$ cat config.mk
export PLATFORM = sky130hd
export DESIGN_NAME = rolling_hash_digit_matcher
export DESIGN_NICKNAME = d
export VERILOG_FILES = /design/src/sv/rhdm_pkg.sv /design/src/sv/rhdm_front.sv /design/src/sv/rhdm_cmdq.sv /design/src/sv/rhdm_back.sv /design/src/sv/rolling_hash_digit_matcher.sv
export SDC_FILE = /design/constraint.sdc
export NUM_CORES = 1
export LEC_CHECK = 0
export BUFFER_PORTS_ARGS = -buffer_cell sky130_fd_sc_hd__buf_2
export CELL_PAD_IN_SITES_DETAIL_PLACEMENT = 1
export CELL_PAD_IN_SITES_GLOBAL_PLACEMENT = 2
export CORE_UTILIZATION = 40
export DETAILED_ROUTE_END_ITERATION = 6
export HOLD_SLACK_MARGIN = 0.05
export PLACE_DENSITY_LB_ADDON = 0.2
export SKIP_CTS_REPAIR_TIMING = 1
export SLEW_MARGIN = 20
export SYNTH_ARGS = -nofsm -noshare
export SYNTH_HDL_FRONTEND = slang
export SYNTH_SLANG_ARGS = --single-unit
export TNS_END_PERCENT = 50
$ cat constraint.sdc
create_clock -name clk -period 9.4 [get_ports clk]
set_clock_uncertainty 0.15 [all_clocks]
set_input_delay 0.47 -clock clk [delete_from_list [all_inputs] [get_ports clk]]
set_output_delay 0.47 -clock clk [all_outputs]
set_load 0.1 [all_outputs]
$ cat src/sv/rhdm_pkg.sv
// rhdm_pkg: widths, register indexes, reset values and the command/config
// structs shared by the rolling hash digit matcher modules.
// No dependencies.
package rhdm_pkg;

  localparam int DIGIT_W     = 4;
  localparam int MAX_PATTERN = 16;
  localparam int RADIX       = 10;
  localparam int MOD_W       = 16;
  localparam int LEN_W       = 5;
  localparam int PAT_W       = 64;
  localparam int POS_W       = 32;
  localparam int CFG_W       = 64;
  localparam int CFG_IDX_W   = 2;
  localparam int WIN_IDX_W   = $clog2(MAX_PATTERN);

  // every reduced operand stays below (2^DIGIT_W) * modulus
  localparam int RED_STEPS   = DIGIT_W;
  localparam int STEP_W      = $clog2(RED_STEPS);
  localparam int RED_W       = MOD_W + RED_STEPS;

  localparam int CMDQ_DEPTH  = 4;
  localparam int CMDQ_PTR_W  = $clog2(CMDQ_DEPTH);

  localparam logic [CFG_IDX_W-1:0] REG_MODULUS    = 2'd0;
  localparam logic [CFG_IDX_W-1:0] REG_PAT_LEN    = 2'd1;
  localparam logic [CFG_IDX_W-1:0] REG_PAT_DIGITS = 2'd2;

  localparam logic [MOD_W-1:0] RST_MODULUS    = 16'd13;
  localparam logic [LEN_W-1:0] RST_PAT_LEN    = 5'd5;
  localparam logic [PAT_W-1:0] RST_PAT_DIGITS = 64'd0;
  // 10^4 mod 13 for the reset registers
  localparam logic [MOD_W-1:0] RST_WEIGHT     = 16'd3;

  typedef struct packed {
    logic [DIGIT_W-1:0] digit;
    logic               clear;
    logic               slide;
    logic [DIGIT_W-1:0] oldest;
    logic               emit;
    logic               found;
    logic [POS_W-1:0]   start;
  } cmd_t;

  typedef struct packed {
    logic [MOD_W-1:0] modulus;
    logic [LEN_W-1:0] len;
    logic             derive;
  } cfg_t;

endpackage

$ cat src/sv/rhdm_front.sv
// rhdm_front: configuration registers, digit window, fill count and text
// position; turns each accepted digit into a command for the hash back end.
// Depends on rhdm_pkg.
module rhdm_front (
  input  logic                            clk,
  input  logic                            rst_n,
  input  logic                            in_push,
  output logic                            in_full,
  input  logic [rhdm_pkg::DIGIT_W-1:0]    in_digit,
  input  logic                            in_new_text,
  input  logic                            cfg_we,
  input  logic [rhdm_pkg::CFG_IDX_W-1:0]  cfg_index,
  input  logic [rhdm_pkg::CFG_W-1:0]      cfg_wdata,
  output rhdm_pkg::cfg_t                  cfg_o,
  output logic                            cmd_push,
  output rhdm_pkg::cmd_t                  cmd_o,
  input  logic                            cmd_full
);
  import rhdm_pkg::*;

  logic [MOD_W-1:0]   modulus_r;
  logic [LEN_W-1:0]   len_r;
  logic [PAT_W-1:0]   pat_r;
  logic               derive_r;
  logic [DIGIT_W-1:0] win_r   [MAX_PATTERN];
  logic [DIGIT_W-1:0] win_nxt [MAX_PATTERN];
  logic [LEN_W-1:0]   fill_r;
  logic [POS_W-1:0]   pos_r;

  logic [LEN_W-1:0]     len_eff;
  logic [LEN_W-1:0]     len_m1;
  logic [WIN_IDX_W-1:0] lead_idx;
  logic [LEN_W-1:0]     fill_eff;
  logic [LEN_W-1:0]     fill_nxt;
  logic [POS_W-1:0]     pos_eff;
  logic [POS_W-1:0]     pos_nxt;
  logic                 slide;
  logic                 emit;
  logic                 found;
  logic                 accept;
  logic                 cfg_hit;

  always_comb begin
    if (len_r == '0) begin
      len_eff = LEN_W'(1);
    end else if (len_r > LEN_W'(MAX_PATTERN)) begin
      len_eff = LEN_W'(MAX_PATTERN);
    end else begin
      len_eff = len_r;
    end
  end

  assign len_m1   = len_eff - LEN_W'(1);
  assign lead_idx = len_m1[WIN_IDX_W-1:0];
  assign fill_eff = in_new_text ? '0 : fill_r;
  assign pos_eff  = in_new_text ? '0 : pos_r;
  assign slide    = (fill_eff >= len_eff);
  assign fill_nxt = slide ? fill_eff : fill_eff + LEN_W'(1);
  assign emit     = (fill_nxt >= len_eff);
  assign pos_nxt  = (emit && (pos_eff != '1)) ? pos_eff + POS_W'(1) : pos_eff;

  // window entries past the fill count are never read, so no clearing needed
  always_comb begin
    win_nxt[0] = in_digit;
    for (int j = 1; j < MAX_PATTERN; j++) begin
      win_nxt[j] = win_r[j-1];
    end
  end

  // newest digit sits at entry 0, pattern digit 0 lines up with the oldest
  always_comb begin
    logic [WIN_IDX_W-1:0] pidx;
    found = 1'b1;
    for (int j = 0; j < MAX_PATTERN; j++) begin
      pidx = lead_idx - WIN_IDX_W'(j);
      if ((LEN_W'(j) < len_eff) && (win_nxt[j] != pat_r[DIGIT_W*pidx +: DIGIT_W])) begin
        found = 1'b0;
      end
    end
  end

  assign accept  = in_push && !cmd_full;
  assign in_full = cmd_full;
  assign cfg_hit = cfg_we && ((cfg_index == REG_MODULUS) || (cfg_index == REG_PAT_LEN) ||
                              (cfg_index == REG_PAT_DIGITS));

  assign cmd_push     = accept;
  assign cmd_o.digit  = in_digit;
  assign cmd_o.clear  = in_new_text;
  assign cmd_o.slide  = slide;
  assign cmd_o.oldest = win_r[lead_idx];
  assign cmd_o.emit   = emit;
  assign cmd_o.found  = found;
  assign cmd_o.start  = pos_eff;

  assign cfg_o.modulus = modulus_r;
  assign cfg_o.len     = len_eff;
  assign cfg_o.derive  = derive_r;

  always_ff @(posedge clk) begin
    if (!rst_n) begin
      modulus_r <= RST_MODULUS;
      len_r     <= RST_PAT_LEN;
      pat_r     <= RST_PAT_DIGITS;
      derive_r  <= 1'b0;
      fill_r    <= '0;
      pos_r     <= '0;
    end else begin
      derive_r <= cfg_hit;
      if (cfg_hit) begin
        case (cfg_index)
          REG_MODULUS:    modulus_r <= cfg_wdata[MOD_W-1:0];
          REG_PAT_LEN:    len_r     <= cfg_wdata[LEN_W-1:0];
          REG_PAT_DIGITS: pat_r     <= cfg_wdata[PAT_W-1:0];
          default:        modulus_r <= modulus_r;
        endcase
        fill_r <= '0;
        pos_r  <= '0;
      end else if (accept) begin
        fill_r <= fill_nxt;
        pos_r  <= pos_nxt;
      end
    end
  end

  always_ff @(posedge clk) begin
    if (accept) begin
      win_r <= win_nxt;
    end
  end

endmodule

$ cat src/sv/rhdm_cmdq.sv
// rhdm_cmdq: short command queue between the front end and the hash back end.
// Depends on rhdm_pkg.
module rhdm_cmdq (
  input  logic           clk,
  input  logic           rst_n,
  input  logic           push,
  input  rhdm_pkg::cmd_t din,
  output logic           full,
  input  logic           pop,
  output rhdm_pkg::cmd_t dout,
  output logic           empty
);
  import rhdm_pkg::*;

  cmd_t                  mem [CMDQ_DEPTH];
  logic [CMDQ_PTR_W-1:0] wr_ptr_r;
  logic [CMDQ_PTR_W-1:0] rd_ptr_r;
  logic [CMDQ_PTR_W:0]   count_r;
  logic                  do_push;
  logic                  do_pop;

  assign full    = (count_r == (CMDQ_PTR_W+1)'(CMDQ_DEPTH));
  assign empty   = (count_r == '0);
  assign do_push = push && !full;
  assign do_pop  = pop && !empty;
  assign dout    = mem[rd_ptr_r];

  always_ff @(posedge clk) begin
    if (!rst_n) begin
      wr_ptr_r <= '0;
      rd_ptr_r <= '0;
      count_r  <= '0;
    end else begin
      if (do_push) begin
        wr_ptr_r <= wr_ptr_r + CMDQ_PTR_W'(1);
      end
      if (do_pop) begin
        rd_ptr_r <= rd_ptr_r + CMDQ_PTR_W'(1);
      end
      if (do_push && !do_pop) begin
        count_r <= count_r + (CMDQ_PTR_W+1)'(1);
      end else if (do_pop && !do_push) begin
        count_r <= count_r - (CMDQ_PTR_W+1)'(1);
      end
    end
  end

  always_ff @(posedge clk) begin
    if (do_push) begin
      mem[wr_ptr_r] <= din;
    end
  end

endmodule

$ cat src/sv/rhdm_back.sv
// rhdm_back: rolling hash update and leading-digit weight derivation on one
// shared restoring modulo reducer, plus the result register.
// Depends on rhdm_pkg.
module rhdm_back (
  input  logic                         clk,
  input  logic                         rst_n,
  input  rhdm_pkg::cfg_t               cfg_i,
  input  logic                         cmd_empty,
  input  rhdm_pkg::cmd_t               cmd_i,
  output logic                         cmd_pop,
  input  logic                         out_pop,
  output logic                         out_empty,
  output logic [rhdm_pkg::MOD_W-1:0]   out_window_hash,
  output logic                         out_found,
  output logic [rhdm_pkg::POS_W-1:0]   out_window_start
);
  import rhdm_pkg::*;

  typedef enum logic [6:0] {
    S_IDLE  = 7'b0000001,
    S_DERIV = 7'b0000010,
    S_DRED  = 7'b0000100,
    S_SUB   = 7'b0001000,
    S_ADJ   = 7'b0010000,
    S_FIN   = 7'b0100000,
    S_OUT   = 7'b1000000
  } state_t;

  state_t            state_r, state_nxt;
  logic [MOD_W-1:0]  hash_r, hash_nxt;
  logic [MOD_W-1:0]  weight_r, weight_nxt;
  logic [RED_W-1:0]  rem_r, rem_nxt;
  logic [STEP_W-1:0] step_r, step_nxt;
  logic [LEN_W-1:0]  iter_r, iter_nxt;
  cmd_t              cmd_r;
  logic              out_v_r, out_v_nxt;
  logic [MOD_W-1:0]  out_hash_r;
  logic              out_found_r;
  logic [POS_W-1:0]  out_start_r;

  logic [RED_W-1:0]  q_ext;
  logic [STEP_W-1:0] step_sh;
  logic [RED_W-1:0]  q_sh;
  logic [RED_W-1:0]  rem_step;
  logic              red_last;
  logic [MOD_W-1:0]  red_res;
  logic [RED_W-1:0]  t_red;
  logic [MOD_W-1:0]  hash_base;
  logic              load_out;

  // one restoring step per cycle, largest multiple of the modulus first
  assign q_ext    = RED_W'(cfg_i.modulus);
  assign step_sh  = STEP_W'(RED_STEPS-1) - step_r;
  assign q_sh     = q_ext << step_sh;
  assign rem_step = (rem_r >= q_sh) ? rem_r - q_sh : rem_r;
  assign red_last = (step_r == STEP_W'(RED_STEPS-1));
  assign red_res  = (cfg_i.modulus == '0) ? '0 : rem_step[MOD_W-1:0];

  // hash + modulus - sub is below twice the modulus
  assign t_red     = (rem_r >= q_ext) ? rem_r - q_ext : rem_r;
  assign hash_base = cmd_i.clear ? '0 : hash_r;
  assign load_out  = (state_r == S_OUT) && (!out_v_r || out_pop);

  always_comb begin
    state_nxt  = state_r;
    hash_nxt   = hash_r;
    weight_nxt = weight_r;
    rem_nxt    = rem_r;
    step_nxt   = step_r;
    iter_nxt   = iter_r;
    cmd_pop    = 1'b0;
    if (cfg_i.derive) begin
      // weight starts at 1 mod q, so zero for a modulus of zero or one
      weight_nxt = MOD_W'(cfg_i.modulus > MOD_W'(1));
      iter_nxt   = cfg_i.len - LEN_W'(1);
      hash_nxt   = '0;
      step_nxt   = '0;
      state_nxt  = S_DERIV;
    end else begin
      case (state_r)
        S_IDLE: begin
          if (!cmd_empty) begin
            cmd_pop  = 1'b1;
            hash_nxt = hash_base;
            if (cmd_i.slide) begin
              rem_nxt   = RED_W'(cmd_i.oldest) * RED_W'(weight_r);
              state_nxt = S_SUB;
            end else begin
              rem_nxt   = RED_W'(hash_base) * RED_W'(RADIX) + RED_W'(cmd_i.digit);
              state_nxt = S_FIN;
            end
          end
        end
        S_DERIV: begin
          if (iter_r == '0) begin
            state_nxt = S_IDLE;
          end else begin
            rem_nxt   = RED_W'(weight_r) * RED_W'(RADIX);
            state_nxt = S_DRED;
          end
        end
        S_DRED: begin
          rem_nxt  = rem_step;
          step_nxt = step_r + STEP_W'(1);
          if (red_last) begin
            weight_nxt = red_res;
            iter_nxt   = iter_r - LEN_W'(1);
            step_nxt   = '0;
            state_nxt  = S_DERIV;
          end
        end
        S_SUB: begin
          rem_nxt  = rem_step;
          step_nxt = step_r + STEP_W'(1);
          if (red_last) begin
            rem_nxt   = RED_W'(hash_r) + q_ext - RED_W'(red_res);
            step_nxt  = '0;
            state_nxt = S_ADJ;
          end
        end
        S_ADJ: begin
          rem_nxt   = RED_W'(t_red[MOD_W-1:0]) * RED_W'(RADIX) + RED_W'(cmd_r.digit);
          state_nxt = S_FIN;
        end
        S_FIN: begin
          rem_nxt  = rem_step;
          step_nxt = step_r + STEP_W'(1);
          if (red_last) begin
            hash_nxt  = red_res;
            step_nxt  = '0;
            state_nxt = cmd_r.emit ? S_OUT : S_IDLE;
          end
        end
        S_OUT: begin
          if (load_out) begin
            state_nxt = S_IDLE;
          end
        end
        default: begin
          state_nxt = S_IDLE;
        end
      endcase
    end
  end

  always_comb begin
    out_v_nxt = out_v_r;
    if (load_out) begin
      out_v_nxt = 1'b1;
    end else if (out_pop) begin
      out_v_nxt = 1'b0;
    end
  end

  always_ff @(posedge clk) begin
    if (!rst_n) begin
      state_r  <= S_IDLE;
      hash_r   <= '0;
      weight_r <= RST_WEIGHT;
      step_r   <= '0;
      iter_r   <= '0;
      out_v_r  <= 1'b0;
    end else begin
      state_r  <= state_nxt;
      hash_r   <= hash_nxt;
      weight_r <= weight_nxt;
      step_r   <= step_nxt;
      iter_r   <= iter_nxt;
      out_v_r  <= out_v_nxt;
    end
  end

  always_ff @(posedge clk) begin
    rem_r <= rem_nxt;
    if (cmd_pop) begin
      cmd_r <= cmd_i;
    end
    if (load_out) begin
      out_hash_r  <= hash_r;
      out_found_r <= cmd_r.found;
      out_start_r <= cmd_r.start;
    end
  end

  assign out_empty        = !out_v_r;
  assign out_window_hash  = out_hash_r;
  assign out_found        = out_found_r;
  assign out_window_start = out_start_r;

endmodule

$ cat src/sv/rolling_hash_digit_matcher.sv
// rolling_hash_digit_matcher: top level of the streaming Rabin-Karp digit matcher.
// Depends on rhdm_pkg, rhdm_front, rhdm_cmdq and rhdm_back.
//
//   channel  | ports                                   | transfer when
//   ---------+-----------------------------------------+-------------------
//   input    | in_digit, in_new_text                   | in_push & !in_full
//   result   | out_window_hash, out_found,             | out_pop & !out_empty
//            | out_window_start                        |
//   config   | cfg_index, cfg_wdata                    | cfg_we
//
// while the window fills a digit goes through pop and 4-step hash reduction, and
// the digit that completes it also through result load; once it slides it goes
// through pop, 4-step subtract reduction, adjust, 4-step hash reduction and
// result load, all on the shared 4-step restoring modulo reducer
// after a register write the weight is rebuilt before queued digits are hashed;
// synchronous reset restores modulus 13, length 5
// the front end keeps taking digits while the 4-deep command queue has room;
// a finished result waits in the output register, and the next one holds the
// back end in its load state until the waiting one is taken
module rolling_hash_digit_matcher (
  input  logic                           clk,
  input  logic                           rst_n,
  input  logic                           in_push,
  output logic                           in_full,
  input  logic [rhdm_pkg::DIGIT_W-1:0]   in_digit,
  input  logic                           in_new_text,
  input  logic                           out_pop,
  output logic                           out_empty,
  output logic [rhdm_pkg::MOD_W-1:0]     out_window_hash,
  output logic                           out_found,
  output logic [rhdm_pkg::POS_W-1:0]     out_window_start,
  input  logic                           cfg_we,
  input  logic [rhdm_pkg::CFG_IDX_W-1:0] cfg_index,
  input  logic [rhdm_pkg::CFG_W-1:0]     cfg_wdata
);
  import rhdm_pkg::*;

  cfg_t cfg;
  cmd_t cmd_in;
  cmd_t cmd_out;
  logic cmd_push;
  logic cmd_full;
  logic cmd_pop;
  logic cmd_empty;

  rhdm_front u_front (
    .clk         (clk),
    .rst_n       (rst_n),
    .in_push     (in_push),
    .in_full     (in_full),
    .in_digit    (in_digit),
    .in_new_text (in_new_text),
    .cfg_we      (cfg_we),
    .cfg_index   (cfg_index),
    .cfg_wdata   (cfg_wdata),
    .cfg_o       (cfg),
    .cmd_push    (cmd_push),
    .cmd_o       (cmd_in),
    .cmd_full    (cmd_full)
  );

  rhdm_cmdq u_cmdq (
    .clk   (clk),
    .rst_n (rst_n),
    .push  (cmd_push),
    .din   (cmd_in),
    .full  (cmd_full),
    .pop   (cmd_pop),
    .dout  (cmd_out),
    .empty (cmd_empty)
  );

  rhdm_back u_back (
    .clk              (clk),
    .rst_n            (rst_n),
    .cfg_i            (cfg),
    .cmd_empty        (cmd_empty),
    .cmd_i            (cmd_out),
    .cmd_pop          (cmd_pop),
    .out_pop          (out_pop),
    .out_empty        (out_empty),
    .out_window_hash  (out_window_hash),
    .out_found        (out_found),
    .out_window_start (out_window_start)
  );

endmodule

==> run metrics <==
I/O pin cnt=127; CP Class=reg -> reg; CTS H-tree depth=2; HP Class=in -> reg; clock network latency to the later pin of the worst-skew pair=660 ps; slew margin rel.=24.9%; commonest non-fill, non-tap cell in the layout=nand2_1; Sum Neg Setup Slack=0 ps; dpl hpwl=79,000 um; vias in the first global route=25,853; unrepaired setup endpoints after global routing=false; Core Region=82,600 um2; port bufs=126; largest net degree at the start of global routing=109; Final Hold Viols=0; Seq cells post-synth=526; worst slew pin tran=1120 ps; Total Nets Final=3,563; max cap viols=0; Setup violations, final=0; CTS root buf=clkbuf_16; crit path capture type=flip-flop; CTS clk-pin slew, worst paths=70 ps; register area share after synthesis=41.7%; clk sink count=526; min Tclk post-route=7990 ps; syn_nets=3,408; CTS tree=built; Yosys warnings=0; Pwr Density=319 nW/um2; Die H=292 um; count of flip-flops with a built-in enable after synthesis=347; Via density=5.75; WL per Instance=24.2 um; DRT iter0 DRCs=1,549; Peak Freq=125 MHz; GPL Wtd Cong=0.904; Synth cell types=85; antenna violations before repair=0; Tot GR Track Use=24.6%; Syn Area/Cell=10.9 um2; Max Slew Vio Count=0; first-pass GRT wire length=160,000 um; maximum vdd drop=0.000375 V; cell row count=105; Congestion Overflow GR=0; leakage=14.4 nW; area overhead of the layout relative to synthesis=13.0%; die area=85,200 um2; total clock buffers created by CTS=56; die width=292 um; Power Total=12.1 mW; Starting Density=40.7%; top_reg_cell synth=edfxtp_1; crit path launch type=flip-flop; cells after synthesis=3,094; Pre-Repair DR Iteration Count=5; DRC violations left=0; critical path arrival=8310 ps; final wirelength=105,000 um; worst endpoint required time=9720 ps; most frequent cells in the layout=nand2_1 (383), edfxtp_1 (347), nor2_1 (196); status=finished clean; CTS Buffer Depth=3; layout cell share with drive strength beyond 1=13.6%; Worst Path Max Fanout=23; Post-Syn Area=33,600 um2; Via Count=25,121; final period utilization=85.0%; # fillers=8,975; remaining antenna violation count=0; async set or reset register ratio after synthesis=0%
flip-flops by register name, summed over array words and instances (netlist names), 3 cells and up, named ones only:
signal                   cells
u_back.cmd_r                38
u_back.hash_r               16
u_back.iter_r                5
u_back.out_window_hash      16
u_back.out_window_start     32
u_back.rem_r                20
u_back.state_r               7
u_back.weight_r             16
u_cmdq.count_r               3
u_cmdq.mem                 176
u_front.fill_r               5
u_front.len_r                5
u_front.modulus_r           16
u_front.pat_r               64
u_front.pos_r               32
u_front.win_nxt             60
u_front.win_r                4
critical path: stages (launching register included):
cell and delay (ps):
dfxtp_1 930, inv_1 330, nor3_1 250, a21oi_1 70
ha_1 370, a21o_1 200, a21oi_1 270, o2111a_1 310
o21ai_0 130, a22oi_1 440, nand2_1 600, a21oi_1 540
and2_1 190, ha_1 220, inv_1 60, ha_1 160
inv_1 60, fa_1 420, nor2b_1 120, o21ai_0 100
a21oi_1 260, o21ai_0 170, o21ai_0 310, a31oi_1 170
o21ai_0 440, and4b_1 250, o21ai_0 90, a2bb2oi_1 210
metal layers:
layer	share of wire, %	vias up	global-route usage [%]
met5	0	-	0
met2	51	475	43.6
li1	-	11665	-
met4	3.1	0	7.68
met3	3.0	136	2.24
met1	43	12845	31.7
cell usage after synthesis (all sizes together) (5+ instances only):
library cell | n | area, um2
nand4 | 31 | 194
nor2 | 196 | 736
a31oi | 26 | 163
a21boi | 89 | 668
inv | 174 | 653
o211a | 7 | 70.1
o22ai | 7 | 43.8
xor2 | 74 | 648
nand3b | 5 | 37.5
a221oi | 8 | 70.1
or3 | 19 | 119
mux2i | 93 | 931
o21bai | 11 | 82.6
o31a | 7 | 61.3
buf | 31 | 174
o31ai | 13 | 97.6
mux4 | 164 | 3730
nor3 | 58 | 290
and3 | 22 | 138
o221ai | 7 | 61.3
clkbuf | 98 | 368
nand2b | 25 | 156
o21a | 19 | 143
fa | 52 | 1040
nand2 | 385 | 1450
o211ai | 16 | 120
nor2b | 64 | 400
a41oi | 7 | 61.3
xnor2 | 149 | 1310
a2111oi | 9 | 85.1
a21o | 42 | 315
or2 | 9 | 56.3
o21ai | 96 | 480
a211oi | 19 | 143
ha | 186 | 2330
and2 | 49 | 309
nand3 | 62 | 310
dfxtp | 179 | 3580
and4 | 5 | 43.8
nor3b | 11 | 82.6
a22oi | 19 | 143
a21oi | 129 | 646
nor4 | 14 | 93.8
edfxtp | 347 | 10400
metrics by stage:
step                setup WS (ps)  cell area [um2]  hold slack (ps)  util [%]  std cells
floorplan                    2360            33600              250         -       3094
global placement             1900            35400              252      42.8       4195
global route                  772            38000             46.3      46.0       4365
detailed placement           1520            35400              256      42.8       4195
CTS                          1480            37300             -123      45.2       4299
finish                       1410            38000             47.7      46.0       4366
cell type report:
type                       count  area (um2)  share of cell area, %
multi-input combinational   2263       18500                   48.7
sequential                   526       14000                   36.9
clock buffer                  74        1570                   4.12
timing repair buffer         226        1550                   4.07
tap                         1070        1340                   3.52
inverter                     176         661                   1.74
clock inverter                30         380                   1.00
antenna                        1        2.50                0.00659
report_power, final:
group / total [mW] / internal [mW] / switching (mW)
logic: 6.61 / 2.48 / 4.13
registers: 3.20 / 2.89 / 0.306
clock network: 2.32 / 1.34 / 0.971
worst paths after layout:
check,end,slack (ps),cells after the start,from
worst max-delay path,u_back.rem_r[16],1410,27,u_back.step_r[1]
worst min-delay path,u_front.pat_r[60],50,3,cfg_wdata[60]
worst max register to register,u_back.rem_r[16],1410,27,u_back.step_r[1]
worst min register to register,u_back.out_window_start[29],260,0,u_back.cmd_r[29]
kinds of logic (layout without fill, tap and decap cells):
family	Yosys count	count (layout)	share of synthesized area [%]
flip-flops	526	526	41.7
AO/OA/AOI/OAI	565	565	11.2
buffers and inverters	305	506	3.58
XOR/XNOR	223	223	5.83
AND/OR/NAND/NOR	976	976	13.7
adder cells (fa/ha/maj)	238	238	10.0
multiplexers	261	261	14.0
other	0	1	0
No activity file was read; power rests on OpenSTA's default activity.
